==> config.mk <==
export PLATFORM = sky130hd
export DESIGN_NAME = i2c_eeprom_master
export DESIGN_NICKNAME = d
export VERILOG_FILES = /design/src/sv/i2cee_pkg.sv /design/src/sv/i2cee_fifo.sv /design/src/sv/i2cee_engine.sv /design/src/sv/i2c_eeprom_master.sv
export SDC_FILE = /design/constraint.sdc
export NUM_CORES = 1
export LEC_CHECK = 0
export ABC_AREA = 1
export BUFFER_PORTS_ARGS = -buffer_cell sky130_fd_sc_hd__clkbuf_2
export CORE_MARGIN = 2
export CORE_UTILIZATION = 60
export DETAILED_ROUTE_END_ITERATION = 8
export PLACE_DENSITY = 0.76
export SLEW_MARGIN = 0
export SYNTH_ARGS = -nofsm -noshare
export SYNTH_HDL_FRONTEND = slang
export SYNTH_SLANG_ARGS = --single-unit
==> constraint.sdc <==
create_clock -name clk -period 3.3 [get_ports clk]
set_clock_uncertainty 0.05 [all_clocks]
set_input_delay 0.165 -clock clk [delete_from_list [all_inputs] [get_ports clk]]
set_output_delay 0.165 -clock clk [all_outputs]
set_load 0.1 [all_outputs]
==> src/sv/i2cee_pkg.sv <==
`default_nettype none
// ----------------------------------------------------------------------------
// i2cee_pkg
// Shared types and constants of the I2C EEPROM master.
// ----------------------------------------------------------------------------
package i2cee_pkg;

  localparam int ADDR_BITS = 13;
  localparam int QDEPTH = 2;

  localparam logic [1:0] REQ_TICK  = 2'd0;
  localparam logic [1:0] REQ_BEGIN = 2'd1;
  localparam logic [1:0] REQ_DATA  = 2'd2;

  localparam logic [2:0] ST_OK      = 3'd0;
  localparam logic [2:0] ST_BUSY    = 3'd1;
  localparam logic [2:0] ST_BUSERR  = 3'd2;
  localparam logic [2:0] ST_NODEV   = 3'd3;
  localparam logic [2:0] ST_NOADDR  = 3'd4;

  localparam logic [7:0]  PHASE_RST = 8'd100;
  localparam logic [15:0] WAIT_RST  = 16'd1000;

  typedef struct packed {
    logic [1:0]  req_type;
    logic        is_read;
    logic [6:0]  device_address;
    logic [12:0] mem_address;
    logic [7:0]  length;
    logic [7:0]  write_data;
    logic        sda_in;
  } req_t;

  typedef struct packed {
    logic       scl_out;
    logic       sda_out;
    logic [7:0] read_data;
    logic       read_valid;
    logic       need_data;
    logic       busy_res;
    logic       done_res;
    logic [2:0] status;
  } res_t;

endpackage
`default_nettype wire

==> src/sv/i2cee_fifo.sv <==
`default_nettype none
// ----------------------------------------------------------------------------
// i2cee_fifo
// Two-entry request queue between the front and the bus engine.
// ----------------------------------------------------------------------------
module i2cee_fifo
  import i2cee_pkg::*;
(
  input  wire logic clk,
  input  wire logic rst_n,
  input  wire logic wr_en,
  input  req_t      wr_data,
  output logic      full,
  output logic      empty,
  input  wire logic rd_en,
  output req_t      rd_data
);
  req_t       mem_r [QDEPTH];
  logic       wp_r, rp_r;
  logic [1:0] cnt_r;

  assign full    = (cnt_r == 2'(QDEPTH));
  assign empty   = (cnt_r == 2'd0);
  assign rd_data = mem_r[rp_r];

  always_ff @(posedge clk) begin
    if (wr_en) begin
      mem_r[wp_r] <= wr_data;
    end
    if (!rst_n) begin
      wp_r  <= 1'b0;
      rp_r  <= 1'b0;
      cnt_r <= 2'd0;
    end else begin
      if (wr_en) wp_r <= ~wp_r;
      if (rd_en) rp_r <= ~rp_r;
      cnt_r <= cnt_r + {1'b0, wr_en} - {1'b0, rd_en};
    end
  end
endmodule
`default_nettype wire

==> src/sv/i2cee_engine.sv <==
`default_nettype none
// ----------------------------------------------------------------------------
// i2cee_engine
// Bus phase engine: one request a cycle while go is high, result into an output register.
// ----------------------------------------------------------------------------
module i2cee_engine
  import i2cee_pkg::*;
(
  input  wire logic        clk,
  input  wire logic        rst_n,
  input  wire logic        go,
  input  req_t             rq,
  input  wire logic [7:0]  phase_ticks,
  input  wire logic [15:0] wait_ticks,
  output res_t             res
);
  localparam logic [4:0] S_IDLE = 5'd0, S_ST_A = 5'd1, S_ST_B = 5'd2, S_ST_C = 5'd3,
    S_TX_LO = 5'd4, S_TX_DATA = 5'd5, S_TX_HI = 5'd6, S_ACK_LO = 5'd7,
    S_ACK_REL = 5'd8, S_ACK_HI = 5'd9, S_RX_LO = 5'd10, S_RX_HI = 5'd11,
    S_MA_LO = 5'd12, S_MA_SET = 5'd13, S_MA_HI = 5'd14, S_MA_END = 5'd15,
    S_SP_LO = 5'd16, S_SP_SDA = 5'd17, S_SP_HI = 5'd18, S_SP_REL = 5'd19,
    S_NEED = 5'd20, S_WAIT = 5'd21;
  localparam logic [2:0] R_DEV = 3'd0, R_AH = 3'd1, R_AL = 3'd2, R_RDEV = 3'd3,
    R_DATA = 3'd4;

  logic [4:0]  st_r, st_nxt;
  logic [7:0]  pc_r, pc_nxt, sh_r, sh_nxt, bl_r, bl_nxt;
  logic [3:0]  bc_r, bc_nxt;
  logic [ADDR_BITS-1:0] ad_r, ad_nxt;
  logic [6:0]  dv_r, dv_nxt;
  logic        rm_r, rm_nxt, scl_r, scl_nxt, sda_r, sda_nxt, rs_r, rs_nxt;
  logic [15:0] wc_r, wc_nxt;
  logic [2:0]  role_r, role_nxt, pend_r, pend_nxt, last_r, last_nxt;
  res_t        res_r, res_nxt;
  logic [7:0]  pt, pc_inc, rx;
  logic [15:0] ad16;
  logic        ent;
  logic [4:0]  es;

  assign res = res_r;
  assign pt  = (phase_ticks == 8'd0) ? 8'd1 : phase_ticks;
  assign pc_inc = pc_r + 8'd1;
  assign rx  = {sh_r[6:0], rq.sda_in};
  assign ad16 = 16'(ad_r);

  always_comb begin
    st_nxt = st_r; pc_nxt = pc_r; sh_nxt = sh_r; bl_nxt = bl_r; bc_nxt = bc_r;
    ad_nxt = ad_r; dv_nxt = dv_r; rm_nxt = rm_r; scl_nxt = scl_r; sda_nxt = sda_r;
    rs_nxt = rs_r; wc_nxt = wc_r; role_nxt = role_r; pend_nxt = pend_r;
    last_nxt = last_r;
    ent = 1'b0; es = S_IDLE;
    res_nxt = '0;
    if (go) begin
      priority if (rq.req_type == REQ_BEGIN && st_r == S_IDLE) begin
        rm_nxt = rq.is_read; dv_nxt = rq.device_address;
        ad_nxt = rq.mem_address[ADDR_BITS-1:0]; bl_nxt = rq.length;
        rs_nxt = 1'b0; pend_nxt = ST_OK; bc_nxt = 4'd0;
        ent = 1'b1; es = S_ST_A;
      end else if (rq.req_type == REQ_DATA && st_r == S_NEED) begin
        sh_nxt = rq.write_data; role_nxt = R_DATA; bc_nxt = 4'd0;
        ent = 1'b1; es = S_TX_LO;
      end else if (rq.req_type == REQ_TICK && st_r == S_WAIT) begin
        wc_nxt = wc_r - 16'd1;
        if (wc_r == 16'd1) begin
          st_nxt = S_IDLE; pc_nxt = '0; last_nxt = ST_OK; res_nxt.done_res = 1'b1;
        end
      end else if (rq.req_type == REQ_TICK && st_r != S_IDLE && st_r != S_NEED) begin
        pc_nxt = pc_inc;
        if (pc_inc >= pt) begin
          pc_nxt = '0;
          unique case (st_r)
            S_ST_A: begin
              if (!rs_r && !rq.sda_in) begin
                st_nxt = S_IDLE; last_nxt = ST_BUSY; res_nxt.done_res = 1'b1;
              end else begin
                ent = 1'b1; es = S_ST_B;
              end
            end
            S_ST_B: begin
              if (!rs_r && rq.sda_in) begin
                st_nxt = S_IDLE; last_nxt = ST_BUSERR; res_nxt.done_res = 1'b1;
              end else begin
                ent = 1'b1; es = S_ST_C;
              end
            end
            S_ST_C: begin
              sh_nxt = {dv_r, rs_r}; role_nxt = rs_r ? R_RDEV : R_DEV;
              bc_nxt = 4'd0; ent = 1'b1; es = S_TX_LO;
            end
            S_TX_LO: begin ent = 1'b1; es = S_TX_DATA; end
            S_TX_DATA: begin sh_nxt = {sh_r[6:0], 1'b0}; ent = 1'b1; es = S_TX_HI; end
            S_TX_HI: begin
              bc_nxt = bc_r + 4'd1; ent = 1'b1;
              es = (bc_r < 4'd7) ? S_TX_LO : S_ACK_LO;
            end
            S_ACK_LO: begin ent = 1'b1; es = S_ACK_REL; end
            S_ACK_REL: begin ent = 1'b1; es = S_ACK_HI; end
            S_ACK_HI: begin
              scl_nxt = 1'b0; ent = 1'b1;
              unique case (role_r)
                R_DEV: begin
                  if (rq.sda_in) begin pend_nxt = ST_NODEV; es = S_SP_LO; end
                  else begin sh_nxt = ad16[15:8]; role_nxt = R_AH; bc_nxt = '0; es = S_TX_LO; end
                end
                R_AH: begin
                  if (rq.sda_in) begin pend_nxt = ST_NOADDR; es = S_SP_LO; end
                  else begin sh_nxt = ad16[7:0]; role_nxt = R_AL; bc_nxt = '0; es = S_TX_LO; end
                end
                R_AL: begin
                  if (rm_r) begin rs_nxt = 1'b1; es = S_ST_A; end
                  else es = (bl_r == 8'd0) ? S_SP_LO : S_NEED;
                end
                R_RDEV: begin
                  if (bl_r == 8'd0) es = S_SP_LO;
                  else begin sh_nxt = '0; bc_nxt = '0; es = S_RX_LO; end
                end
                default: begin
                  bl_nxt = bl_r - 8'd1;
                  es = (bl_r == 8'd1) ? S_SP_LO : S_NEED;
                end
              endcase
            end
            S_RX_LO: begin ent = 1'b1; es = S_RX_HI; end
            S_RX_HI: begin
              sh_nxt = rx; bc_nxt = bc_r + 4'd1; ent = 1'b1;
              if (bc_r < 4'd7) es = S_RX_LO;
              else begin
                res_nxt.read_data = rx; res_nxt.read_valid = 1'b1; es = S_MA_LO;
              end
            end
            S_MA_LO: begin ent = 1'b1; es = S_MA_SET; end
            S_MA_SET: begin ent = 1'b1; es = S_MA_HI; end
            S_MA_HI: begin ent = 1'b1; es = S_MA_END; end
            S_MA_END: begin
              bl_nxt = bl_r - 8'd1; ent = 1'b1;
              if (bl_r == 8'd1) es = S_SP_LO;
              else begin sh_nxt = '0; bc_nxt = '0; es = S_RX_LO; end
            end
            S_SP_LO: begin ent = 1'b1; es = S_SP_SDA; end
            S_SP_SDA: begin ent = 1'b1; es = S_SP_HI; end
            S_SP_HI: begin ent = 1'b1; es = S_SP_REL; end
            S_SP_REL: begin
              if (pend_r != ST_OK) begin
                st_nxt = S_IDLE; last_nxt = pend_r; res_nxt.done_res = 1'b1;
              end else if (!rm_r && wait_ticks != 16'd0) begin
                wc_nxt = wait_ticks; st_nxt = S_WAIT;
              end else begin
                st_nxt = S_IDLE; last_nxt = ST_OK; res_nxt.done_res = 1'b1;
              end
            end
            default: ;
          endcase
        end
      end else begin
      end
      if (ent) begin
        st_nxt = es; pc_nxt = '0;
        unique case (es)
          S_ST_A: begin scl_nxt = 1'b1; sda_nxt = 1'b1; end
          S_ST_B, S_ST_C, S_SP_SDA: sda_nxt = 1'b0;
          S_TX_DATA: sda_nxt = sh_nxt[7];
          S_ACK_REL, S_SP_REL: sda_nxt = 1'b1;
          S_RX_LO: begin scl_nxt = 1'b0; sda_nxt = 1'b1; end
          S_MA_SET: sda_nxt = (bl_nxt == 8'd1);
          S_TX_HI, S_ACK_HI, S_RX_HI, S_MA_HI, S_SP_HI: scl_nxt = 1'b1;
          S_TX_LO, S_ACK_LO, S_MA_LO, S_MA_END, S_SP_LO, S_NEED: scl_nxt = 1'b0;
          default: ;
        endcase
      end
      res_nxt.scl_out   = scl_nxt;
      res_nxt.sda_out   = sda_nxt;
      res_nxt.need_data = (st_nxt == S_NEED);
      res_nxt.busy_res  = (st_nxt != S_IDLE);
      res_nxt.status    = last_nxt;
    end else begin
      res_nxt = res_r;
    end
  end

  always_ff @(posedge clk) begin
    if (!rst_n) begin
      st_r <= S_IDLE; pc_r <= '0; sh_r <= '0; bl_r <= '0; bc_r <= '0;
      ad_r <= '0; dv_r <= '0; rm_r <= 1'b0; scl_r <= 1'b1; sda_r <= 1'b1;
      rs_r <= 1'b0; wc_r <= '0; role_r <= R_DEV; pend_r <= ST_OK; last_r <= ST_OK;
      res_r <= '0;
    end else begin
      st_r <= st_nxt; pc_r <= pc_nxt; sh_r <= sh_nxt; bl_r <= bl_nxt; bc_r <= bc_nxt;
      ad_r <= ad_nxt; dv_r <= dv_nxt; rm_r <= rm_nxt; scl_r <= scl_nxt; sda_r <= sda_nxt;
      rs_r <= rs_nxt; wc_r <= wc_nxt; role_r <= role_nxt; pend_r <= pend_nxt;
      last_r <= last_nxt; res_r <= res_nxt;
    end
  end
endmodule
`default_nettype wire

==> src/sv/i2c_eeprom_master.sv <==
`default_nettype none
// ----------------------------------------------------------------------------
// i2c_eeprom_master
// Pin-level I2C master for EEPROMs with a two-byte memory address.
// ----------------------------------------------------------------------------
// Usage: each input request (tick, begin, or write byte) yields exactly one
// result carrying line drives, received byte and status flags. The input
// channel is taken by valid/stall; the front places requests into a
// two-entry queue and the engine pulls one per cycle while the receiver
// does not stall, so one request per clock is sustained. out_valid rises
// once the engine has pulled the request queued at the input accept and
// loaded its result into the output register. When the receiver stalls
// the result register holds; the queue fills and then in_stall rises.
// The cfg channel writes phase_ticks (index 0) and write_wait_ticks
// (index 1); it is always ready. Reset returns the engine to idle with both
// lines released, phase_ticks 100 and write_wait_ticks 1000.
// ----------------------------------------------------------------------------
module i2c_eeprom_master
  import i2cee_pkg::*;
(
  input  wire logic        clk,
  input  wire logic        rst_n,
  input  wire logic        in_valid,
  output logic             in_stall,
  input  wire logic [1:0]  in_req_type,
  input  wire logic        in_is_read,
  input  wire logic [6:0]  in_device_address,
  input  wire logic [12:0] in_mem_address,
  input  wire logic [7:0]  in_length,
  input  wire logic [7:0]  in_write_data,
  input  wire logic        in_sda_in,
  output logic             out_valid,
  input  wire logic        out_stall,
  output logic             out_scl_out,
  output logic             out_sda_out,
  output logic [7:0]       out_read_data,
  output logic             out_read_valid,
  output logic             out_need_data,
  output logic             out_busy_res,
  output logic             out_done_res,
  output logic [2:0]       out_status,
  input  wire logic        cfg_valid,
  output logic             cfg_ready,
  input  wire logic        cfg_index,
  input  wire logic [15:0] cfg_data
);
  req_t        wr, rd;
  logic        full, empty, go, ov_r;
  logic [7:0]  pt_r;
  logic [15:0] ww_r;
  res_t        res;

  assign wr = '{req_type: in_req_type, is_read: in_is_read,
                device_address: in_device_address, mem_address: in_mem_address,
                length: in_length, write_data: in_write_data, sda_in: in_sda_in};
  assign in_stall  = full;
  assign cfg_ready = 1'b1;
  // advance engine when the queue has a request and the result slot frees
  assign go = !empty && (!ov_r || !out_stall);

  i2cee_fifo u_fifo (
    .clk(clk), .rst_n(rst_n), .wr_en(in_valid && !full), .wr_data(wr),
    .full(full), .empty(empty), .rd_en(go), .rd_data(rd)
  );

  i2cee_engine u_eng (
    .clk(clk), .rst_n(rst_n), .go(go), .rq(rd),
    .phase_ticks(pt_r), .wait_ticks(ww_r), .res(res)
  );

  always_ff @(posedge clk) begin
    if (!rst_n) begin
      ov_r <= 1'b0; pt_r <= PHASE_RST; ww_r <= WAIT_RST;
    end else begin
      if (go) ov_r <= 1'b1;
      else if (!out_stall) ov_r <= 1'b0;
      if (cfg_valid) begin
        if (!cfg_index) pt_r <= cfg_data[7:0];
        else ww_r <= cfg_data;
      end
    end
  end

  assign out_valid      = ov_r;
  assign out_scl_out    = res.scl_out;
  assign out_sda_out    = res.sda_out;
  assign out_read_data  = res.read_data;
  assign out_read_valid = res.read_valid;
  assign out_need_data  = res.need_data;
  assign out_busy_res   = res.busy_res;
  assign out_done_res   = res.done_res;
  assign out_status     = res.status;
endmodule
`default_nettype wire

==> impl_metrics.yaml, run 1 <==
worst_hold_path:
  whs_path_depth: 4
  hold_path_class: "in -> reg"
  worstHoldStart: "in_valid"
layout:
  finalNetCount: 1489
  area_growth_pct: 21.2
  final_util: 0.740
  n_antenna_cell: 0
  drive_above_1_share: 0.155
sta:
  whs_ps: 30.0
  hold_viol_final: 0
  layout_min_cycle_time_ps: 3160
  rsz0062_at_grt: "yes"
  slew_viol_final: 0
  post-route-period-util: 0.958
  setup-violations-final: 0
  slew_headroom: 0.407
  setup_tns_ps: 0
  max_freq_ghz: 0.316
  setup_ws_ps: 140
  tightest_slew_ps: 888
synthesis:
  yosys.area_share.simple: 0.238
  yosys_warnings: 0
  postSynthAreaPerCell_um2: 7.98
  synth_top_family_by_area: "simple AND/OR/NAND/NOR gates"
  synth_mux_area_frac: 0
  synthAdderAreaFrac: 0.0212
  postSynthCellCount: 1259
  async_flop_share: 0
  synthFlopType: "dfxtp_1"
  syn_area_mm2: 0.0101
  synth-compound-area-share: 0.170
  synth-xor-area-share: 0.0139
  ys_types: 54
  ys_seq_area_frac: 0.488
  synth-seq-cells: 205
  synth-edff-count: 80
  syn_nets: 1338
floorplanning:
  initial_core_util: 0.610
  fp-row-count: 47
  die-area_mm2: 0.0178
  io_pins: 82
  die_w_um: 133
  coreArea_mm2: 0.0165
  die_h_um: 133
routing:
  dr_total_vias: 9347
  drc_errors: 0
  drtPass1Iterations: 5
  drtIter0Drc: 801
  ant_nets: 0
  wl_per_cell_um: 16.3
  wl_um: 26800
  vias_per_cell: 5.69
pwr:
  ir_drop_mv: 0.708
  p_per_area_mw_per_mm2: 695
  power_uw: 8470
  static-leakage-power_uw: 0.00515
clock_tree:
  clk-insertion-delay-late_ps: 510
  numClockSinks: 205
  clock_path_buffers: 3
  cts_tree: "built"
  root_buffer: "clkbuf_16"
  h-tree-depth: 1
  numCtsBuffers: 22
  path_clk_slew_ps: 60
global_routing:
  grt_pass1_vias: 8784
  use_met2: 0.516
  grt_max_degree: 77
  use_met1: 0.382
  grt_overflow: 0
  grtUsageMet3: 0.0411
  grt_most_used_layer: "met2"
  grt_first_pass_wirelength_um: 43000
  gr-usage-all-layers: 0.297
  antenna_found_initial: 0
place:
  hpwl_um: 17300
  gp_congestion: 0.944
  port_buffers: 80
  place_ws_ps: 7.48
critical_path:
  required_ps: 3670
  cp-end-kind: "flip-flop"
  path_class: "reg -> reg"
  worst-r2r-cell-count: 20
  arrival_ps: 3530
  r2r-start: "u_eng.pc_r[1]$_SDFFE_PN0P_"
  critPathMaxFanout: 7
  cp-start-kind: "flip-flop"
  critical_path.startpoint: "u_eng.pc_r[1]$_SDFFE_PN0P_"
run:
  drv_cap: 0
run_status:
  outcome: "completed"
-- power by group --
group          switching (uW)  internal (uW)  total [uW]
clock                     969           1290        2260
sequential                257           3030        3290
combinational            2070            853        2920
-- per-stage QoR --
stage          instance area [um2]  cells
6_report                     12200   1642
5_1_grt                      12200   1642
3_5_place_dp                 10700   1537
2_1_floorplan                10100   1259
3_3_place_gp                 10700   1537
4_1_cts                      12000   1632
-- repair_timing --
item | CTS | global route
hold endpoints to repair | 105 | 0
pin swaps | 0 | 13
setup endpoints to repair | 2 | 53
setup buffers | 0 | 9
hold buffers | 59 | 0
gates cloned | 0 | 1
resized for setup | 2 | 31
-- routing by layer --
layer,share of wire,vias up
li1,-,4589
met1,0.42,4327
met2,0.49,369
met3,0.061,62
met4,0.029,0
met5,0,-
-- critical path: stages (launching register included) --
cell and delay [ps]:
dfxtp_2 340, nand3_2 80, nand3b_1 180, nand3b_1 220, xnor2_2 170, ha_1 300, a21o_1 190, nor2_1 190
nand3_4 210, nand2_8 160, clkinv_8 80, buf_4 150, nand3_1 60, nand2_1 50, nand2_1 70, nand2_1 60
nor2_1 110, nand3_1 110, nand3_1 100, nand2_2 60, a21oi_2 130
-- final timing paths --
check / endpoint / slack (ps)
max reg2reg: u_eng.res[15]$_SDFFE_PN0P_ / 140
max: u_eng.res[15]$_SDFFE_PN0P_ / 140
min reg2reg: u_fifo.rp_r$_SDFFE_PN0P_ / 410
min: u_fifo.wp_r$_SDFFE_PN0P_ / 30
-- synth_stat cells, types with 17 or more instances --
cell type / count / area (um2)
a31oi_1: 33 / 206
nor2_1: 108 / 405
o211ai_1: 17 / 128
ha_1: 17 / 213
inv_1: 114 / 428
nand4_1: 27 / 169
clkbuf_1: 34 / 128
nand3_1: 62 / 310
edfxtp_1: 80 / 2400
a21oi_1: 100 / 500
o21ai_0: 98 / 490
dfxtp_1: 125 / 2500
nand2_1: 290 / 1090
-- placed cells by master, fill, tap and decap left out, types with 3 or more instances in the layout --
master | netlist | layout
o211ai_1 | 17 | 17
clkbuf_1 | 34 | 5
nand2_4 | 4 | 4
inv_2 | 12 | 13
nand2_2 | 13 | 15
clkbuf_16 | 0 | 23
dfxtp_2 | 0 | 3
a31oi_1 | 33 | 33
nor4_1 | 3 | 3
dfxtp_1 | 125 | 122
o21ai_2 | 1 | 4
nor3_2 | 2 | 3
nor2_1 | 108 | 100
a21oi_1 | 100 | 99
ha_1 | 17 | 17
buf_4 | 5 | 31
nor3_1 | 15 | 14
o21ai_0 | 98 | 97
nand4_1 | 27 | 27
clkinv_1 | 3 | 3
nand2_1 | 290 | 287
o21ai_1 | 14 | 12
edfxtp_1 | 80 | 80
nor2_4 | 4 | 7
xor2_1 | 13 | 13
inv_1 | 114 | 113
clkbuf_8 | 0 | 3
a22oi_1 | 6 | 6
nor2_2 | 5 | 10
dlygate4sd3_1 | 0 | 59
nand3_1 | 62 | 59
clkbuf_2 | 0 | 80
a211oi_1 | 15 | 15
nand3_2 | 3 | 4
-- flip-flops by register name (all words and copies together), names as in the netlist, 2 cells and up, named ones only --
register      count
ww_r             16
u_eng.res        14
u_fifo.cnt_r      2
u_eng.bl_r        8
u_eng.sh_r        8
u_fifo.mem_r     80
u_eng.role_r      3
u_eng.bc_r        4
u_eng.st_r        5
u_eng.wc_r       16
u_eng.pc_r        8
u_eng.ad_r       13
u_eng.dv_r        7
u_eng.pend_r      2
u_eng.last_r      3
pt_r              8
-- kinds of logic (layout without fill, tap and decap cells) --
kind of cell,Yosys count,in the layout
AO/OA/AOI/OAI,300,300
other,1,1
AND/OR/NAND/NOR,544,544
XOR/XNOR,16,16
buffers and inverters,176,339
adder cells (fa/ha/maj),17,17
flip-flops,205,205
-- final cells by class --
| type | count | area (um2) |
|---|---|---|
| Clock buffer | 30 | 611 |
| Multi-Input combinational cell | 878 | 4580 |
| Inverter | 131 | 509 |
| Tap cell | 220 | 275 |
| Clock inverter | 6 | 45.0 |
| Fill cell | 1272 | 4280 |
| Sequential cell | 205 | 4910 |
| Timing Repair Buffer | 172 | 1260 |
Power figures use the tool's default switching activity.
==> inputs of run 2 (changes only) <==
--- a/config.mk
+++ b/config.mk
@@ -6,11 +6,11 @@
 export NUM_CORES = 1
 export LEC_CHECK = 0
 export ABC_AREA = 1
-export BUFFER_PORTS_ARGS = -buffer_cell sky130_fd_sc_hd__clkbuf_2
 export CORE_MARGIN = 2
-export CORE_UTILIZATION = 60
+export CORE_UTILIZATION = 50
 export DETAILED_ROUTE_END_ITERATION = 8
-export PLACE_DENSITY = 0.76
+export DONT_BUFFER_PORTS = 1
+export PLACE_DENSITY = 0.61
 export SLEW_MARGIN = 0
 export SYNTH_ARGS = -nofsm -noshare
 export SYNTH_HDL_FRONTEND = slang
==> run 2 against run 1 <==
  * Non-clock buffer count fell by 72
  * Worst setup slack improved by 89 ps
  * Combinational power is 6% lower
  * Count of clock-buffer cells in the layout shrank 1
  * Via count is 6.0% lower
  * Final cell count shrank 1.3%
  * Critical endpoint is now u_eng.bc_r[1]$_SDFFE_PN0P_
==> impl_metrics.yaml, run 2 (synthesis gave the netlist of run 1 again) <==
layout:
  fin_cells: 1621
  largest_register_ffs: 80
  drive_above_1_share: 0.105
  finalNetCount: 1418
  final_util: 0.611
  largest-register: "u_fifo.mem_r"
  top_regs: "u_fifo.mem_r (80), u_eng.wc_r (16), ww_r (16)"
  final_cell_mix: "nand2_1 (290), dfxtp_1 (125), inv_1 (112)"
  area_growth_pct: 19.1
  nFillCells: 1792
  n_antenna_cell: 0
  final_common_cell: "nand2_1"
place:
  port_buffers: 0
  dp.cells: 1511
  place_ws_ps: 46.9
  gp_congestion: 0.921
  hpwl_um: 17600
critical_path:
  path_class: "reg -> reg"
  critPathMaxFanout: 7
  cp-start-kind: "flip-flop"
  slowest_delay_ps: 360
  cp-end-kind: "flip-flop"
  arrival_ps: 3430
  crit_path_cell_trace: "nand3_1, nand3b_1, nand3b_1, xnor2_1, ha_1, nand2_1, nor2_2, nand4_1, nand3_4, nand2_2, o31ai_1, nand2_1, o21ai_1, buf_4, nor3_1"
  required_ps: 3660
  slowest_stage: "o31ai_1"
global_routing:
  antenna_found_initial: 0
  grt_max_degree: 77
  grt_overflow: 0
  grt_first_pass_wirelength_um: 42600
  grt_pass1_vias: 8388
  gr-usage-all-layers: 0.241
clock_tree:
  clk-insertion-delay-late_ps: 540
  numClockSinks: 205
  h-tree-depth: 1
  root_buffer: "clkbuf_16"
  path_clk_slew_ps: 50
  cts_tree: "built"
  clock_path_buffers: 3
  numCtsBuffers: 23
floorplanning:
  die_h_um: 146
  die-area_mm2: 0.0213
  initial_core_util: 0.513
  fp-row-count: 51
  die_w_um: 146
  coreArea_mm2: 0.0196
  io_pins: 82
sta:
  layout_min_cycle_time_ps: 3070
  setup_ws_ps: 229
  rsz0062_at_grt: "yes"
  hold_viol_final: 0
  post-route-period-util: 0.931
  setup-violations-final: 0
  tightest_slew_ps: 1070
  setup_tns_ps: 0
  max_freq_ghz: 0.326
  slew_headroom: 0.288
  slew_viol_final: 0
run_status:
  outcome: "completed"
pwr:
  power_uw: 8710
  p_per_area_mw_per_mm2: 727
  static-leakage-power_uw: 0.00490
  ir_drop_mv: 0.462
routing:
  ant_nets: 0
  vias_per_cell: 5.42
  wl_um: 25600
  wl_per_cell_um: 15.8
  dr_total_vias: 8786
  drtIter0Drc: 587
  drc_errors: 0
  drtPass1Iterations: 5
worst_hold_path:
  hold_path_class: "in -> reg"
run:
  drv_cap: 0
## run 2: cell types whose count changed in the layout (fill, tap and decap cells not counted), sizes merged
cell,change
clkinv,+5
buf,+4
bufinv,+2
clkbuf,-82
dlygate4sd3,+5
## run 2: worst paths after layout
| check | slack (ps) | cells after the start | endpoint | startpoint |
|---|---|---|---|---|
| min | 130 | 2 | u_eng.wc_r[13]$_SDFFE_PN0P_ | rst_n |
| min reg2reg | 410 | 1 | u_eng.bc_r[3]$_SDFFE_PN0P_ | u_eng.bc_r[3]$_SDFFE_PN0P_ |
| max | 230 | 15 | u_eng.bc_r[1]$_SDFFE_PN0P_ | u_eng.pc_r[1]$_SDFFE_PN0P_ |
| max reg2reg | 230 | 15 | u_eng.bc_r[1]$_SDFFE_PN0P_ | u_eng.pc_r[1]$_SDFFE_PN0P_ |
## run 2: metal layers
layer  global-route usage  share of wire  vias to the layer above
li1                     -              -                     4441
met1                0.323           0.44                     4028
met2                0.400           0.47                      263
met3               0.0351          0.057                       54
met4               0.0843          0.030                        0
met5                    0              0                        -
## run 2: through the flow
stage	hold slack [ps]	cell area, um2
2_1_floorplan	214	10100
3_3_place_gp	214	10500
3_5_place_dp	214	10500
4_1_cts	114	11900
5_1_grt	168	12000
6_report	135	12000
## run 2: where the power goes
part           internal, uW  switching (uW)  total, uW  leakage (uW)
clock network          1530            1040       2580      0.000382
logic                   847            1900       2750       0.00275
registers              3030             357       3380       0.00176
## run 2: what timing repair did
item,CTS,global route
hold endpoints to repair,161,0
setup endpoints to repair,0,44
setup buffers,0,3
resized for setup,0,17
hold buffers,65,0
## run 2: final cells by class
cell class                      count  area, um2  share of cell area
Timing Repair Buffer              100        935              0.0780
Tap cell                          265        332              0.0277
Clock inverter                     13        134              0.0112
Sequential cell                   205       4900               0.410
Inverter                          131        499              0.0417
Multi-Input combinational cell    878       4530               0.379
Clock buffer                       29        638              0.0533
## run 2: worst max-delay path, delay by kind of cell, from the launching register on
| family | cells | cell delay (ps) |
|---|---|---|
| xor+xnor | 1 | 150 |
| fa+ha+maj | 1 | 300 |
| simple gates | 10 | 1390 |
| buf+inv | 1 | 150 |
| compound gates | 2 | 570 |
| flops | 1 | 350 |
